[src/hw/rtl/fsdi_pkg.sv]
// fsdi_pkg: shared types and constants for the scaled decimal converter
// no dependencies
package fsdi_pkg;
    localparam int unsigned FRAC_BITS = 52;
    localparam int unsigned SIG_BITS = 53;
    localparam int unsigned PROD_BITS = 63;
    localparam logic [9:0] ODD_FACTOR = 10'd625;
    localparam logic [11:0] SHIFT_BIAS = 12'd1071;
    localparam logic [10:0] EXP_MAX = 11'h7FF;
    localparam logic [63:0] MAG_CEILING = 64'h7FFF_FFFF_FFFF_FFFF;

    typedef struct packed {
        logic        zero;
        logic        neg;
        logic        right;
        logic [11:0] amount;
    } fsdi_ctl_t;
endpackage

[src/hw/rtl/fsdi_shift.sv]
// fsdi_shift: shift and round half-even or saturating left shift of the product
// depends on fsdi_pkg
module fsdi_shift
    import fsdi_pkg::*;
(
    input  logic [PROD_BITS-1:0] prod,
    input  fsdi_ctl_t            ctl,
    output logic [63:0]          mag
);
    logic [126:0] wide;
    logic [63:0]  q;
    logic [63:0]  rem_mask;
    logic [63:0]  half;
    logic [63:0]  rem;
    logic         up;
    logic [126:0] lsh;
    logic [6:0]   amt;

    assign amt = ctl.amount[6:0];

    always_comb
    begin
        wide = {64'd0, prod};
        q = 64'(wide >> amt);
        rem_mask = (64'd1 << amt) - 64'd1;
        rem = {1'b0, prod} & rem_mask;
        half = (amt == 7'd0) ? 64'd0 : (64'd1 << (amt - 7'd1));
        up = (amt != 7'd0) && ((rem > half) || ((rem == half) && q[0]));
        lsh = wide << amt;
        if (ctl.zero)
            mag = 64'd0;
        else if (ctl.right)
            mag = q + {63'd0, up};
        else if (ctl.amount >= 12'd64 || lsh[126:63] != 64'd0)
            mag = MAG_CEILING;
        else
            mag = lsh[63:0];
    end
endmodule

[src/hw/rtl/float_to_scaled_decimal_int.sv]
// float_to_scaled_decimal_int: binary64 pattern to value*10^4, round half-even
// depends on fsdi_pkg, fsdi_shift
//
// one request per cycle unless stalled; pipeline stages: decode, multiply by 625, shift
// and round, sign and output register; stall freezes the whole pipe
module float_to_scaled_decimal_int
    import fsdi_pkg::*;
(
    input  logic        clk,
    input  logic        rst_n,
    input  logic        in_valid,
    output logic        in_stall,
    input  logic [63:0] value_bits,
    output logic        out_valid,
    input  logic        out_stall,
    output logic signed [63:0] scaled_value
);
    logic                 v1_reg, v2_reg, v3_reg, v4_reg;
    logic [SIG_BITS-1:0]  sig_reg;
    fsdi_ctl_t            ctl1_reg, ctl2_reg;
    fsdi_ctl_t            ctl_next;
    logic [PROD_BITS-1:0] prod_reg;
    logic [63:0]          mag_reg, mag_next;
    logic                 neg3_reg;
    logic [63:0]          res_reg;
    logic                 adv;
    logic [10:0]          bexp;
    logic [12:0]          diff;

    // global enable: pipe moves unless output is held
    assign adv = !(v4_reg && out_stall);
    assign in_stall = !adv;

    // decode: right shift amount = 1071 - exponent, sign tells direction
    always_comb
    begin
        bexp = value_bits[62:52];
        diff = {1'b0, SHIFT_BIAS} - {2'b0, bexp};
        ctl_next.neg = value_bits[63];
        ctl_next.right = !diff[12] && diff != 13'd0;
        ctl_next.amount = diff[12] ? 12'(-diff) : diff[11:0];
        ctl_next.zero = bexp == 11'd0 || bexp == EXP_MAX || (!diff[12] && diff >= 13'd64);
    end

    fsdi_shift u_shift (.prod(prod_reg), .ctl(ctl2_reg), .mag(mag_next));

    always_ff @(posedge clk or negedge rst_n)
    begin
        if (!rst_n)
        begin
            v1_reg <= 1'b0;
            v2_reg <= 1'b0;
            v3_reg <= 1'b0;
            v4_reg <= 1'b0;
        end
        else if (adv)
        begin
            v1_reg <= in_valid;
            v2_reg <= v1_reg;
            v3_reg <= v2_reg;
            v4_reg <= v3_reg;
        end
    end

    always_ff @(posedge clk)
    begin
        if (adv)
        begin
            sig_reg  <= {1'b1, value_bits[51:0]};
            ctl1_reg <= ctl_next;
            // significand times the odd part of ten thousand
            prod_reg <= PROD_BITS'({10'd0, sig_reg} * ODD_FACTOR);
            ctl2_reg <= ctl1_reg;
            mag_reg  <= mag_next;
            neg3_reg <= ctl2_reg.neg;
            res_reg  <= neg3_reg ? (64'd0 - mag_reg) : mag_reg;
        end
    end

    assign out_valid = v4_reg;
    assign scaled_value = res_reg;
endmodule
[config.mk]
export PLATFORM = sky130hd
export DESIGN_NAME = float_to_scaled_decimal_int
export DESIGN_NICKNAME = d
export VERILOG_FILES = /design/src/hw/rtl/fsdi_pkg.sv /design/src/hw/rtl/fsdi_shift.sv /design/src/hw/rtl/float_to_scaled_decimal_int.sv
export SDC_FILE = /design/constraint.sdc
export NUM_CORES = 2
export LEC_CHECK = 0
export CORE_ASPECT_RATIO = 1.25
export CORE_UTILIZATION = 30
export DETAILED_ROUTE_END_ITERATION = 6
export DONT_BUFFER_PORTS = 1
export GPL_ROUTABILITY_DRIVEN = 1
export PLACE_DENSITY = 0.45
export REMOVE_ABC_BUFFERS = 1
export SLEW_MARGIN = 20
export SYNTH_ARGS = -nofsm -noshare
export SYNTH_HDL_FRONTEND = slang
export SYNTH_SLANG_ARGS = --single-unit
export TNS_END_PERCENT = 10
[constraint.sdc]
create_clock -name clk -period 10.1 [get_ports clk]
set_input_delay 0.505 -clock clk [delete_from_list [all_inputs] [get_ports clk]]
set_output_delay 0.505 -clock clk [all_outputs]
set_load 0.1 [all_outputs]
==> impl_summary.txt <==
----------------------------------------------------
[Floorplan]
  Vertical die dimension ... 402.3 um
  Count of boundary I/O pins ... between 100 and 150
  Core ar. ... 0.1270 mm^2
  Starting utilization of the core area ... 0.3029
  Width of the die ... 322.2 um
  Number of cell rows ... roughly 150
  DIE AREA ... ~0.13 mm^2

[Synth]
  Total standard cell area after synthesis ... roughly 0.038 mm^2
  Number of distinct library cell variants in the gate-level netlist after synthesis ... 108
  EDFF count, synth ... 274
  Synth warn ... 0
  Post-synthesis sequential area ratio ... 0.2166
  Top area cells in the synthesized netlist ... edfxtp_1 (21%), ha_1 (8.3%), mux4_2 (8.3%), fa_1 (7.5%), inv_1 (4.9%)
  Mean Syn Cell Area ... approximately 9 um^2
  Register bit total from synthesis ... 278
  Most used DFF post-synth ... edfxtp_1
  Syn Inst Count ... 4238
  Post-synth top area cell ... edfxtp_1
  Proportion of register bits with asynchronous set or reset after synthesis ... 0.01439
  Most numerous cell in the Yosys netlist ... inv_1
  Ranking of synthesized cells by instance count ... inv_1 (506), nand2_1 (318), edfxtp_1 (274), ha_1 (254), nor2_1 (234)
  Area share of the largest cell type after synthesis ... 0.2140

[Global route]
  Via count of the first global-routing pass ... approximately 35000
  Pin count of the biggest net entering global routing ... 117
  Total GRT Usage ... 0.2846
  Antenna violations before repair ... 8
  First-pass GRT wire length ... 265300 um
  Total overflow reported by the global router ... 0

[Worst setup path]
  CP endpoint kind ... register
  Buffer and inverter count on the worst path ... 5
  Slack of the worst reg-to-reg path ... between 1000 and 1500 ps
  Cell repeated most along the worst path ... buf_4
  Required arrival time at the worst endpoint ... 10550 ps
  Startpoint type of the worst setup path ... register
  Max Fanout on Critical Path ... 15
  Reg2reg end ... mag_reg[57]
  Arrival time of data at the critical path endpoint ... 9260 ps
  Worst Path Class, Setup ... register to register
  Cell family contributing the most delay on the critical path ... simple AND/OR/NAND/NOR gates
  Beginning of the critical path ... ctl2_reg[3]
  R2R cell count ... 34
  Critical Path Slowest Stage Cell ... edfxtp_1
  Largest incremental delay on the critical path ... 630 ps
  Reg2reg start ... ctl2_reg[3]

[STA]
  Min cycle time layout ... 8810 ps
  Final period utilization ... 0.8723
  Worst-margin pin slew ... approximately 1300 ps
  Unrepaired setup endpoints after global routing ... false
  Max transition margin ... 0.1225
  Achievable Freq ... 0.1135 GHz
  Final setup violation count ... 0
  Clock skew after layout ... around 60 ps
  Total count of hold-check failures in the final report ... 0
  Post-route setup TNS ... 0 ps
  Count of final max-slew check failures ... 0

[Hold path]
  Worst Hold Class ... input pin to register
  Start point of the worst min-delay path ... value_bits[53]
  Cell depth of the worst min-delay path ... 1
  Endpoint, Worst Hold ... ctl1_reg[1]

[Clock network]
  Number of buffers inserted by post-CTS setup repair ... 0
  Insertion delay to the later sink of the worst-skew pair ... 660 ps
  TritonCTS buffer count ... 40
  Clk buf depth ... 3
  Clock tree from TritonCTS ... yes
  Maximum level of the CTS H-tree ... 2
  CTS resizes ... 0
  Clock Pin Slew Worst Setup and Hold Paths ... 60 ps
  Clock root buffer ... clkbuf_16
  CTS Sinks ... 278

[Drt]
  DRC violation total after the first TritonRoute iteration ... a little under 4000
  DRC ... 0
  Routed wire per std cell ... ~31 um
  Drt total wl ... 186600 um
  Routed via count divided by cell count ... 6.012
  Antenna-violating nets left ... 0
  Routed vias ... 35700
  Total iterations of the first detailed-routing run ... 6

[Placed design]
  HPWL after DPL ... 140200 um
  RePlAce Congestion ... approximately 1.1
  Count of buffers inserted at the top-level ports ... 0

[Cells and area]
  Fin util ... 0.3347
  Final net count ... 4665
  Storage cell area ... 0.008328 mm^2
  Area delta synth->final ... 10.52%
  Combined area of the multi-input logic cells ... 0.02679 mm^2
  Count of filler cells inserted in the layout ... around 13000
  Ratio of cells with drive above 1 in the final layout ... 0.1411

[Outcome]
  Status ... completed

[Job]
  Count of maximum capacitance violations ... 0

----------------------------------------------------
==> metal layers <==
layer,share of wire,GRT usage,up-vias
met4,0.095,0.2218,6
li1,-,-,15460
met2,0.45,0.4547,2076
met1,0.37,0.3269,17490
met3,0.084,0.06668,671
met5,0.00018,0,-
==> cell usage in the layout (no fill, tap or decap), drive strengths merged, types with 31 or more instances in the layout <==
cell	n
a211oi	76
a21o	86
a21oi	170
a221oi	45
a22oi	37
and2	43
and3	38
buf	168
clkbuf	46
dlygate4sd3	56
edfxtp	274
fa	144
ha	254
inv	512
mux2	145
mux2i	162
mux4	141
nand2	318
nand2b	44
nand3	86
nand4	46
nor2	235
nor2b	42
nor3	93
nor4	31
o211ai	35
o21ai	166
o22ai	62
o31ai	31
or2	31
or3	31
xnor2	135
xor2	58
==> worst register-to-register path: cells and delay by family, from the launching register on <==
kind,cells,cell delay [ps]
compound gates,11,2820
xor+xnor,1,100
fa+ha+maj,3,1120
flops,1,630
buf+inv,5,890
simple gates,14,3100
==> how the worst max path moves through the flow <==
| stage | end | slack (ps) | cells past startpoint |
|---|---|---|---|
| finish | mag_reg[57] | 1290 | 34 |
| global route | mag_reg[57] | 840 | 34 |
| CTS | mag_reg[57] | 1650 | 34 |
| detailed placement | mag_reg[57] | 1620 | 34 |
| global placement | mag_reg[55] | 1710 | 34 |
| floorplan | mag_reg[50] | -4360 | 28 |
==> metrics by stage <==
step | std cells | hold slack [ps] | area (um^2) | worst slack [ps]
finish | 5939 | 82.01 | 42500 | 1290
global route | 5936 | 71.64 | 42490 | 837.0
CTS | 5931 | 39.28 | 42440 | 1645
detailed placement | 5801 | 209.5 | 40460 | 1623
global placement | 5801 | 209.5 | 40460 | 1713
floorplan | 3933 | 209.4 | 36960 | -4362
==> repair_timing <==
| item | in CTS | in global routing |
|---|---|---|
| hold endpoints to repair | 59 | 0 |
| setup endpoints to repair | 0 | 0 |
| hold buffers | 56 | 0 |
==> layout make-up <==
type | instances | share of cell area
Multi-Input combinational cell | 3144 | 0.6303
Sequential cell | 278 | 0.1960
Tap cell | 1702 | 0.05011
Inverter | 511 | 0.04516
Timing Repair Buffer | 224 | 0.04472
Clock buffer | 46 | 0.02432
Clock inverter | 28 | 0.009038
Antenna cell | 6 | 0.0003533
==> cells by family after synthesis <==
group	synth area share
other	0.00009752
and+or+nand+nor	0.1480
buffers and inverters	0.08873
muxes	0.1673
DFF	0.2166
AOI/OAI and AO/OA	0.1777
adders and majority gates	0.1576
xor gates and xnor gates	0.04396
Power is not shown: default switching activity piles up to over one toggle a cycle in this logic, so the estimate is an artifact.
